`src/design/dbt_pkg.sv`:
```
`default_nettype none

package dbt_pkg;

  localparam int MAX_KEY_LEN_DEF = 8;
  localparam int LETTER_SLOTS    = 8;
  localparam int BYTE_W          = 8;
  localparam int KEY_W           = 64;
  localparam int KLEN_W          = 4;
  localparam int CFG_IDX_W       = 3;
  localparam int CFG_DATA_W      = 64;
  localparam int OUT_CAP         = 16;
  localparam int CNT_W           = 5;

  localparam logic [CFG_IDX_W-1:0] REG_FIRST_KEY  = 3'd0;
  localparam logic [CFG_IDX_W-1:0] REG_FIRST_LEN  = 3'd1;
  localparam logic [CFG_IDX_W-1:0] REG_SECOND_KEY = 3'd2;
  localparam logic [CFG_IDX_W-1:0] REG_SECOND_LEN = 3'd3;
  localparam logic [CFG_IDX_W-1:0] REG_PAD        = 3'd4;

  localparam logic [KLEN_W-1:0] RST_KEY_LEN = 4'd4;
  localparam logic [BYTE_W-1:0] RST_PAD     = 8'd120;

  typedef enum logic [2:0] {
    ST_IDLE,
    ST_PUSH1,
    ST_ROW1,
    ST_ROW2,
    ST_AFTER1,
    ST_FLUSH2,
    ST_FINISH
  } seq_state_t;

endpackage

`default_nettype wire

```
`src/design/double_block_transposition_top.sv`:
```
// Each accepted byte goes into the stage-one row; no new byte is taken until it is done.
// A completed stage-one row is read out in column order into the stage-two row, and every
// completed stage-two row is emitted in column order, holding while the output stalls.
// Message end pads the stage-one row, then the stage-two row, with the pad byte.
// A key letter or length write recomputes that column order, one key letter per cycle.
// Reset (rst, synchronous): keys zero, lengths 4, pad 120, orders identity, rows empty.
`default_nettype none

module double_block_transposition_top
  import dbt_pkg::*;
#(
  parameter int MAX_KEY_LEN = MAX_KEY_LEN_DEF
) (
  input  wire logic                  clk,
  input  wire logic                  rst,
  input  wire logic                  s_tvalid,
  output logic                       s_tready,
  input  wire logic [BYTE_W-1:0]     s_tdata,   // [7:0] plain_byte
  input  wire logic                  s_tlast,   // message_end
  output logic                       m_tvalid,
  input  wire logic                  m_tready,
  output logic      [BYTE_W-1:0]     m_tdata,   // [7:0] cipher_byte
  output logic                       m_tuser,   // [0] run_end
  output logic                       m_tlast,   // message_done
  input  wire logic                  cfg_valid,
  output logic                       cfg_ready,
  input  wire logic [CFG_IDX_W-1:0]  cfg_index,
  input  wire logic [CFG_DATA_W-1:0] cfg_data
);

  localparam int CAP   = (MAX_KEY_LEN < LETTER_SLOTS) ? MAX_KEY_LEN : LETTER_SLOTS;
  localparam int IDX_W = $clog2(CAP);
  localparam int LEN_W = $clog2(CAP + 1);

  function automatic logic [LEN_W-1:0] eff_len(input logic [KLEN_W-1:0] l);
    logic [LEN_W-1:0] r;
    if (l == '0) begin
      r = LEN_W'(1);
    end else if (int'(l) > CAP) begin
      r = LEN_W'(CAP);
    end else begin
      r = l[LEN_W-1:0];
    end
    return r;
  endfunction

  // configuration
  logic [KEY_W-1:0]  key1, key2;
  logic [KLEN_W-1:0] klen1, klen2;
  logic [BYTE_W-1:0] pad;
  logic [LEN_W-1:0]  n1, n2;

  // stage storage
  logic [IDX_W-1:0]  order1 [CAP];
  logic [IDX_W-1:0]  order2 [CAP];
  logic [BYTE_W-1:0] store1 [CAP];
  logic [BYTE_W-1:0] store2 [CAP];
  logic [IDX_W-1:0]  fill1, fill2;
  logic [IDX_W-1:0]  j1, j2;

  // sequencer
  seq_state_t        state, state_next;
  seq_state_t        ret, ret_next;
  logic [BYTE_W-1:0] b1;
  logic              last_flag;
  logic [CNT_W-1:0]  cnt;
  logic              pend_valid;
  logic [BYTE_W-1:0] pend_byte;

  // order refresh
  logic              ref_busy;
  logic              ref_sel;
  logic [IDX_W-1:0]  ref_j;
  logic [KEY_W-1:0]  rk_key;
  logic [LEN_W-1:0]  rk_n;
  logic [BYTE_W-1:0] rk_kj;
  logic [IDX_W-1:0]  rank;
  logic              ref_done;

  logic              accept, cfg_we, out_busy;
  logic [LEN_W-1:0]  fill1_inc, fill2_inc;
  logic              row1_full, row2_full, last_j1, last_j2;
  logic [BYTE_W-1:0] rd1, rd2, push2_byte;
  logic              push1, push2, emit, fin, pad1;
  logic              load_beat;

  assign n1 = eff_len(klen1);
  assign n2 = eff_len(klen2);

  assign s_tready  = (state == ST_IDLE) && !ref_busy;
  assign cfg_ready = (state == ST_IDLE) && !ref_busy;
  assign accept    = s_tvalid && s_tready;
  assign cfg_we    = cfg_valid && cfg_ready;
  assign out_busy  = m_tvalid && !m_tready;

  assign fill1_inc = LEN_W'(fill1) + LEN_W'(1);
  assign fill2_inc = LEN_W'(fill2) + LEN_W'(1);
  assign row1_full = fill1_inc >= n1;
  assign row2_full = fill2_inc >= n2;
  assign last_j1   = LEN_W'(j1) == (n1 - LEN_W'(1));
  assign last_j2   = LEN_W'(j2) == (n2 - LEN_W'(1));

  assign rd1        = store1[order1[j1]];
  assign rd2        = store2[order2[j2]];
  assign push2_byte = (state == ST_FLUSH2) ? pad : rd1;
  assign load_beat  = pend_valid && ((emit && (cnt < CNT_W'(OUT_CAP))) || fin);

  // shared rank unit: place of letter ref_j in the stable sort of the selected key
  always_comb begin
    rk_key = ref_sel ? key2 : key1;
    rk_n   = ref_sel ? n2 : n1;
    rk_kj  = rk_key[8*ref_j +: 8];
    rank   = '0;
    for (int i = 0; i < CAP; i++) begin
      if ((i < int'(rk_n)) &&
          ((rk_key[8*i +: 8] < rk_kj) || ((rk_key[8*i +: 8] == rk_kj) && (i < int'(ref_j)))))
      begin
        rank = rank + IDX_W'(1);
      end
    end
    ref_done = LEN_W'(ref_j) == (rk_n - LEN_W'(1));
  end

  always_comb begin
    state_next = state;
    ret_next   = ret;
    push1      = 1'b0;
    push2      = 1'b0;
    emit       = 1'b0;
    fin        = 1'b0;
    pad1       = 1'b0;
    unique case (state)
      ST_IDLE: begin
        if (accept) state_next = ST_PUSH1;
      end
      ST_PUSH1: begin
        push1      = 1'b1;
        state_next = row1_full ? ST_ROW1 : ST_AFTER1;
      end
      ST_ROW1: begin
        push2 = 1'b1;
        if (row2_full) begin
          state_next = ST_ROW2;
          ret_next   = last_j1 ? ST_AFTER1 : ST_ROW1;
        end else if (last_j1) begin
          state_next = ST_AFTER1;
        end
      end
      ST_ROW2: begin
        if (!out_busy) begin
          emit = 1'b1;
          if (last_j2) state_next = ret;
        end
      end
      ST_AFTER1: begin
        if (last_flag && (fill1 != '0)) begin
          pad1       = 1'b1;
          state_next = ST_PUSH1;
        end else if (last_flag) begin
          state_next = ST_FLUSH2;
        end else begin
          state_next = ST_FINISH;
        end
      end
      ST_FLUSH2: begin
        if (fill2 != '0) begin
          push2 = 1'b1;
          if (row2_full) begin
            state_next = ST_ROW2;
            ret_next   = ST_FLUSH2;
          end
        end else begin
          state_next = ST_FINISH;
        end
      end
      ST_FINISH: begin
        if (!out_busy) begin
          fin        = 1'b1;
          state_next = ST_IDLE;
        end
      end
      default: state_next = ST_IDLE;
    endcase
  end

  always_ff @(posedge clk) begin
    if (rst) begin
      state <= ST_IDLE;
      ret   <= ST_IDLE;
    end else begin
      state <= state_next;
      ret   <= ret_next;
    end
  end

  // datapath and configuration
  always_ff @(posedge clk) begin
    if (rst) begin
      fill1      <= '0;
      fill2      <= '0;
      j1         <= '0;
      j2         <= '0;
      cnt        <= '0;
      pend_valid <= 1'b0;
      m_tvalid   <= 1'b0;
      ref_busy   <= 1'b0;
      ref_sel    <= 1'b0;
      ref_j      <= '0;
      key1       <= '0;
      key2       <= '0;
      klen1      <= RST_KEY_LEN;
      klen2      <= RST_KEY_LEN;
      pad        <= RST_PAD;
      for (int i = 0; i < CAP; i++) begin
        order1[i] <= IDX_W'(i);
        order2[i] <= IDX_W'(i);
      end
    end else begin
      if (accept) begin
        b1        <= s_tdata;
        last_flag <= s_tlast;
        cnt       <= '0;
      end
      if (pad1) b1 <= pad;

      if (push1) begin
        store1[fill1] <= b1;
        if (row1_full) begin
          fill1 <= '0;
          j1    <= '0;
        end else begin
          fill1 <= fill1 + IDX_W'(1);
        end
      end

      if (state == ST_ROW1) j1 <= j1 + IDX_W'(1);

      if (push2) begin
        store2[fill2] <= push2_byte;
        if (row2_full) begin
          fill2 <= '0;
          j2    <= '0;
        end else begin
          fill2 <= fill2 + IDX_W'(1);
        end
      end

      if (emit) begin
        j2 <= j2 + IDX_W'(1);
        if (cnt < CNT_W'(OUT_CAP)) begin
          cnt        <= cnt + CNT_W'(1);
          pend_byte  <= rd2;
          pend_valid <= 1'b1;
        end
      end
      if (fin) pend_valid <= 1'b0;

      // output register: load the pending byte, else drop on take
      if (load_beat) begin
        m_tvalid <= 1'b1;
        m_tdata  <= pend_byte;
        m_tuser  <= fin;
        m_tlast  <= fin && last_flag;
      end else if (m_tvalid && m_tready) begin
        m_tvalid <= 1'b0;
      end

      if (cfg_we) begin
        unique case (cfg_index) inside
          REG_FIRST_KEY, REG_FIRST_LEN: begin
            if (cfg_index == REG_FIRST_KEY) begin
              key1 <= cfg_data;
            end else begin
              klen1 <= cfg_data[KLEN_W-1:0];
            end
            ref_busy <= 1'b1;
            ref_sel  <= 1'b0;
            ref_j    <= '0;
            for (int i = 0; i < CAP; i++) order1[i] <= IDX_W'(i);
          end
          REG_SECOND_KEY, REG_SECOND_LEN: begin
            if (cfg_index == REG_SECOND_KEY) begin
              key2 <= cfg_data;
            end else begin
              klen2 <= cfg_data[KLEN_W-1:0];
            end
            ref_busy <= 1'b1;
            ref_sel  <= 1'b1;
            ref_j    <= '0;
            for (int i = 0; i < CAP; i++) order2[i] <= IDX_W'(i);
          end
          REG_PAD: pad <= cfg_data[BYTE_W-1:0];
          default: ;
        endcase
      end

      if (ref_busy) begin
        if (ref_sel) begin
          order2[rank] <= ref_j;
        end else begin
          order1[rank] <= ref_j;
        end
        if (ref_done) begin
          ref_busy <= 1'b0;
        end else begin
          ref_j <= ref_j + IDX_W'(1);
        end
      end
    end
  end

endmodule

`default_nettype wire

```
`config.mk`:
```
export PLATFORM = sky130hd
export DESIGN_NAME = double_block_transposition_top
export DESIGN_NICKNAME = d
export VERILOG_FILES = /design/src/design/dbt_pkg.sv /design/src/design/double_block_transposition_top.sv
export SDC_FILE = /design/constraint.sdc
export NUM_CORES = 1
export LEC_CHECK = 0
export BUFFER_PORTS_ARGS = -buffer_cell sky130_fd_sc_hd__buf_2
export CORE_ASPECT_RATIO = 1.25
export CORE_UTILIZATION = 49
export CTS_BUF_LIST = sky130_fd_sc_hd__clkbuf_4
export DETAILED_ROUTE_END_ITERATION = 10
export PLACE_DENSITY = 0.78
export SYNTH_ARGS = -nofsm -noshare
export SYNTH_HDL_FRONTEND = slang
export SYNTH_SLANG_ARGS = --single-unit
```
`constraint.sdc`:
```
create_clock -name clk -period 15.9 [get_ports clk]
set_input_delay 2.385 -clock clk [delete_from_list [all_inputs] [get_ports clk]]
set_output_delay 2.385 -clock clk [all_outputs]
set_load 0.05 [all_outputs]
```
---- Word-level counts from Yosys, hierarchy flattened ----
Memories as Yosys holds them, arrays and structs flattened. A register that Yosys moved wholly into a read port is not among the register bits.
Index checks and enable logic that the tools add are counted.
word-level totals
  logic and storage cells ................. 304
  memory bits (writable) .................. 176
  memories ................................ 4
  bits in registers ....................... 193
  bits of input ports ..................... 81
memory list
  memory  depth  bits a word  rd ports  clocked after Yosys merged registers in  wr ports  line                                  source
  store1  8      8            1         0                                        1         double_block_transposition_top.sv:56  logic [BYTE_W-1:0] store1 [CAP];
  store2  8      8            1         1                                        1         double_block_transposition_top.sv:57  logic [BYTE_W-1:0] store2 [CAP];
  order1  8      3            1         1                                        8         double_block_transposition_top.sv:54  logic [IDX_W-1:0] order1 [CAP];
  order2  8      3            1         1                                        8         double_block_transposition_top.sv:55  logic [IDX_W-1:0] order2 [CAP];
operators by class
  eq/ne operators ......................... 29
  $add $sub $neg .......................... 18
  mux-type cells .......................... 114
  bitwise logic cells ..................... 19
  magnitude comparators ................... 28
  reductions and logical operators ........ 69
  shift operators ......................... 1
operators by type and width
  kind                                                        count
  two-way mux 3 bit                                           57
  less-than comparator 8 bit                                  8
  two-way mux 64 bit                                          1
  variable part select 64 x 7 -> 8 bit                        1
  == test 8 bit                                               7
  two-way mux 1 bit                                           40
  adder 3 x 1 -> 3 bit (second input constant)                12
  logical AND 1 bit                                           24
  two-way mux 8 bit                                           3
  one-hot mux 3 bit (7 select lines)                          1
  two-way mux 4 bit                                           5
  less-than comparator 3 x 4 -> 1 bit (first input constant)  4
  bitwise OR 1 bit                                            16
  AND reduction 2 bit                                         8
  nonzero test 2 bit                                          8
  two-way mux 5 bit                                           3
  AND reduction 3 bit                                         5
  == test 3 x 2 -> 1 bit (second input constant)              4
  == test 3 bit (second input constant)                       4
  == test 3 x 4 -> 1 bit                                      3
  != test 2 bit (second input constant)                       6
  subtractor 4 x 1 -> 4 bit (second input constant)           3
  less-than comparator 3 bit (first input constant)           3
  adder 3 x 1 -> 4 bit (second input constant)                2
  25 further kinds                                            50

---- Longest topological paths before layout ----
  depth in word-level cells ............... 22
  gate-level depth with buffers ........... 41

---- Least setup slack after synthesis ----
No wires, ideal clock.
  path kind ............................... reg2reg
  start ................................... reg ref_sel
  end ..................................... mem order2[5][0] in the netlist's numbering, enable pin
  library setup time ...................... 0.324 ns
  cell stages (with the launch flop) ...... 40
  required time ........................... 15.576 ns
  path buffers ............................ 6
  arrival time ............................ 7.412 ns
  setup slack ............................. 8.164 ns
  path through ............................ dfxtp_1 -> buf_4 -> buf_6 -> clkbuf_1 -> clkbuf_1 -> mux2_2 -> a22oi_1 -> and3_1 -> o221a_2 -> ha_1 -> nor2b_1 -> o21a_1 -> o21ai_0 -> nand2b_1 -> a21oi_1 -> nor2_1 -> a211oi_1 -> o21ai_0 -> [4 not listed] -> nand2_1 -> o32ai_2 -> ha_1 -> mux2_2 -> ha_1 -> o221ai_2 -> inv_2 -> ha_1 -> nor2_1 -> a21oi_1 -> ha_1 -> nand2b_1 -> nor3_1 -> o21ai_0 -> and3_1 -> buf_2 -> buf_6 -> o21ai_1
RTL lines
  item                    line                                   source
  from (decl)             double_block_transposition_top.sv:72   logic ref_sel;
  from (signal assigned)  double_block_transposition_top.sv:207  ref_sel <= 1'b0;
  from (signal assigned)  double_block_transposition_top.sv:277  ref_sel <= 1'b0;
  from (signal assigned)  double_block_transposition_top.sv:288  ref_sel <= 1'b1;
  to (decl)               double_block_transposition_top.sv:55

==> impl_metrics.csv <==
group,metric,value,unit
status,outcome,"complete, no violations",
sta,tns,0,ns
global_route,met2_usage,40.46,%
synth,syn_nets,2026,
floorplan,core,0.03834,sq mm
sta,finalCritPeriodShare,55.22,%
synth,netlist_instances,1853,
final_layout,fin_nets,2121,
synth,async_flop_share,0,%
routing,drtAntennaViolNets,0,
synth,ys_types,82,
worst_setup_path,required,16.35,ns
global_route,grt_use_met3,4.721,%
placement,preCtsSetupSlack,7.219,ns
synth,yosysWarnings,0,
synth,synth-edff-count,203,
floorplan,io_pins,94,
clock_tree,ctsResizeCount,0,
pwr,irDropWorstVdd,103.0,uV
worst_setup_path,critPathMaxStageDelay,0.70,ns
global_route,grt_pass1_vias,14300,
clock_tree,postCtsSetupBuffers,0,
placement,dp.cells,2344,
sta,setup_viol,0,
sta,finalMaxSlewViolations,0,
pwr,seqPwrFrac,42.8,%
routing,drtPass1Iterations,6,
clock_tree,clockRootBuffer,"clkbuf_4",
pwr,power_leakage,7.724,nW
global_route,top_usage_layer,"met2",
sta,fmax,113.9,MHz
pwr,p_int,1.750,mW
worst_setup_path,startpoint_type,"flop",
sta,tightest_slew,1.066,ns
synth,synthSimpleGateAreaFrac,15.82,%
routing,wirelength,46730,um
synth,synth_compound_area_share,12.92,%
synth,synth_xor_area_share,1.210,%
global_route,grt_max_degree,98,
synth,ys.flop_type,"edfxtp_1",
synth,synth_adder_area_share,6.019,%
global_route,antenna_found_initial,2,
floorplan,die_h,222.9,um
sta,period_needed,8.780,ns
placement,io_buffers,93,
run,maxCapViolCount,0,
clock_tree,cts_tree,"done",
routing,avgRoutedWirePerCell,18.54,um
floorplan,dieArea,0.03983,sq mm
routing,routed-via-count,14572,
clock_tree,h-tree-depth,3,
synth,synth-seq-cells,383,
sta,timing.hold.ws,0.3909,ns
floorplan,start_util,49.88,%
synth,netlist_area,0.01912,sq mm
global_route,grt_usage,23.66,%
sta,final_hold_viol_count,0,
placement,gp_congestion,0.9627,
sta,layout_setup_ws,7.120,ns
final_layout,drive_above_1_share,19.76,%
pwr,pwr_density_cell,127.0,mW/mm^2
clock_tree,insertion_delay,0.82,ns
synth,syn_area_per_cell,10.32,sq um
synth,ys_seq_area_share,50.72,%
pwr,swShare,34.66,%
worst_setup_path,worstPathArrival,9.23,ns
final_layout,stdcell_count,2520,
global_route,grt_pass1_wl,73540,um
pwr,p_comb_share,27.7,%
routing,drt-initial-drc-count,1274,
worst_setup_path,path_common_cell,"ha_1",
worst_setup_path,path_max_fanout,58,
worst_setup_path,critical_path.slowest_cell,"buf_4",
floorplan,die_w,178.7,um
synth,synth.area.mux_share,10.14,%
pwr,power.switching,0.9281,mW
worst_setup_path,end_kind,"flop",
worst_setup_path,crit_family,"compound AO/OA/AOI/OAI gates",
min_path,hp-class,"reg -> reg",
worst_setup_path,crit_buf_inv,3,
routing,via_per_inst,5.783,
pwr,pwr-share-clk,29.6,%
global_route,met1_usage,28.38,%
placement,dp_hpwl,31700,um
clock_tree,cts-buffers-inserted,94,
sta,slew-limit-headroom,27.50,%
routing,route.detailed.drc,0,
sta,rsz0062_at_grt,"false",
worst_setup_path,worstSetupPathType,"reg -> reg",
sta,skew,0.07441,ns
synth,synth_top_family_by_area,"simple AND/OR/NAND/NOR gates",
clock_tree,cts_hold_buf,0,
global_route,overflow,0,
final_layout,areaGrowthSynthToFinish,10.27,%
clock_tree,clock_sinks,383,
floorplan,row_count,80,
clock_tree,clk_path_buf_depth,3,
clock_tree,path_clk_slew,0.08,ns
final_layout,utilization,55.00,%
path summary, 6_finish.rpt:
kind	from	endpoint	slack, ns	depth (start not counted)
worst max-delay path	ref_sel	order2[4][1]	7.12	34
worst min-delay path	pend_byte[0]	m_tdata[0]	0.39	0
worst max register to register	ref_sel	order2[4][1]	7.12	34
worst min register to register	pend_byte[0]	m_tdata[0]	0.39	0
Yosys cell counts, types with 4 or more instances:
cell type  instances  share of area, %
o221a_2            6              0.35
o211ai_1          16              0.63
nor2b_1           27              0.88
nand2_1          327               6.4
edfxtp_1         203                32
mux2_2            84               4.9
buf_2              7              0.18
a21o_1            16              0.63
a211oi_1          34               1.3
nor3_1            33              0.86
ha_1              92               6.0
a21oi_1          211               5.5
xnor2_1           12              0.55
o21ai_1           16              0.42
or2_2              5              0.16
nor4_1             6              0.20
dfxtp_1          180                19
and3_1             9              0.29
o21a_1            12              0.47
buf_6              7              0.41
nor3b_1            8              0.31
xor2_1            10              0.46
clkbuf_1          85               1.7
a211o_1            9              0.41
nor3_2             5              0.26
or3_1             29              0.95
and4_1             4              0.18
mux2i_1           67               3.5
nand4_1           14              0.46
o31ai_1            4              0.16
buf_4              5              0.20
nand3_1           27              0.71
a22oi_1            6              0.24
inv_1             25              0.49
mux4_2            12               1.4
nor2_1           101               2.0
buf_1              7              0.14
nand2b_1          22              0.72
o21ai_0           43               1.1
layout make-up:
| cell class | count | area, sq um |
|---|---|---|
| diodes | 4 | 10.01 |
| well taps | 492 | 615.6 |
| multi-input cells | 1330 | 8880 |
| flip-flops and latches | 383 | 9703 |
| clock buffers | 127 | 953.4 |
| repair buffers | 110 | 595.6 |
| inverters | 29 | 108.9 |
| clock inverters | 45 | 220.2 |
| fillers | 3284 | 17250 |
state kept, by name (all words and copies together) (netlist names), 3 cells and up, named ones only:
name and cells:
b1 8, cnt 5, fill1 3, fill2 3
j1 3, j2 3, key1 64, key2 64
klen1 4, klen2 4, m_tdata 8, order1 24
order2 24, pad 8, pend_byte 8, ref_j 3
ret 3, state 3, store1 64, store2 64
layout by cell type, fill, tap and decap left out, types with 8 or more instances in the layout:
cell      count
buf_4        18
nor2b_1      27
nand3_1      27
nor3b_1       8
mux4_2       12
a21o_1       16
buf_2        92
o21ai_0      43
or3_1        28
inv_1        25
nor3_1       31
o21ai_1      16
ha_1         92
and3_1        9
clkinv_1     30
a211o_1       9
o21a_1       12
o211ai_1     16
clkbuf_4    127
nand4_1      14
xor2_1       10
edfxtp_1    203
dfxtp_1     179
clkinv_2     12
a211oi_1     34
nor2_1      100
nand2b_1     22
a21oi_1     211
mux2_2       84
xnor2_1      12
nand2_1     327
mux2i_1      62
kinds of logic (layout without fill, tap and decap cells):
logic type                 after synthesis  after routing
adders and majority gates               92             92
and+or+nand+nor                        644            644
xor gates and xnor gates                24             24
DFF                                    383            383
muxes                                  165            165
buffers and inverters                  140            311
other                                    0              4
AOI/OAI and AO/OA                      405            405
through the flow:
stage,area [sq um],total power [mW]
3_3_place_gp,19900,1.869
4_1_cts,21080,2.686
6_report,21090,2.678
2_1_floorplan,19120,1.757
5_1_grt,21090,2.824
3_5_place_dp,19900,1.898
metal layers:
layer,vias to the layer above,share of wire (%),routed length (um)
li1,6982,-,-
met1,7011,40,18700
met2,471,51,23640
met3,108,5.7,2642
met4,0,3.7,1749
met5,-,0,0
power groups by stage:
stage	sequential, mW	combinational (mW)	clock [mW]
global placement	1.16	0.705	0
global route	1.15	0.811	0.862
finish	1.15	0.741	0.792
CTS	1.14	0.734	0.807
detailed placement	1.17	0.732	0
floorplan	1.14	0.614	0
Power figures use the tool's default switching activity.
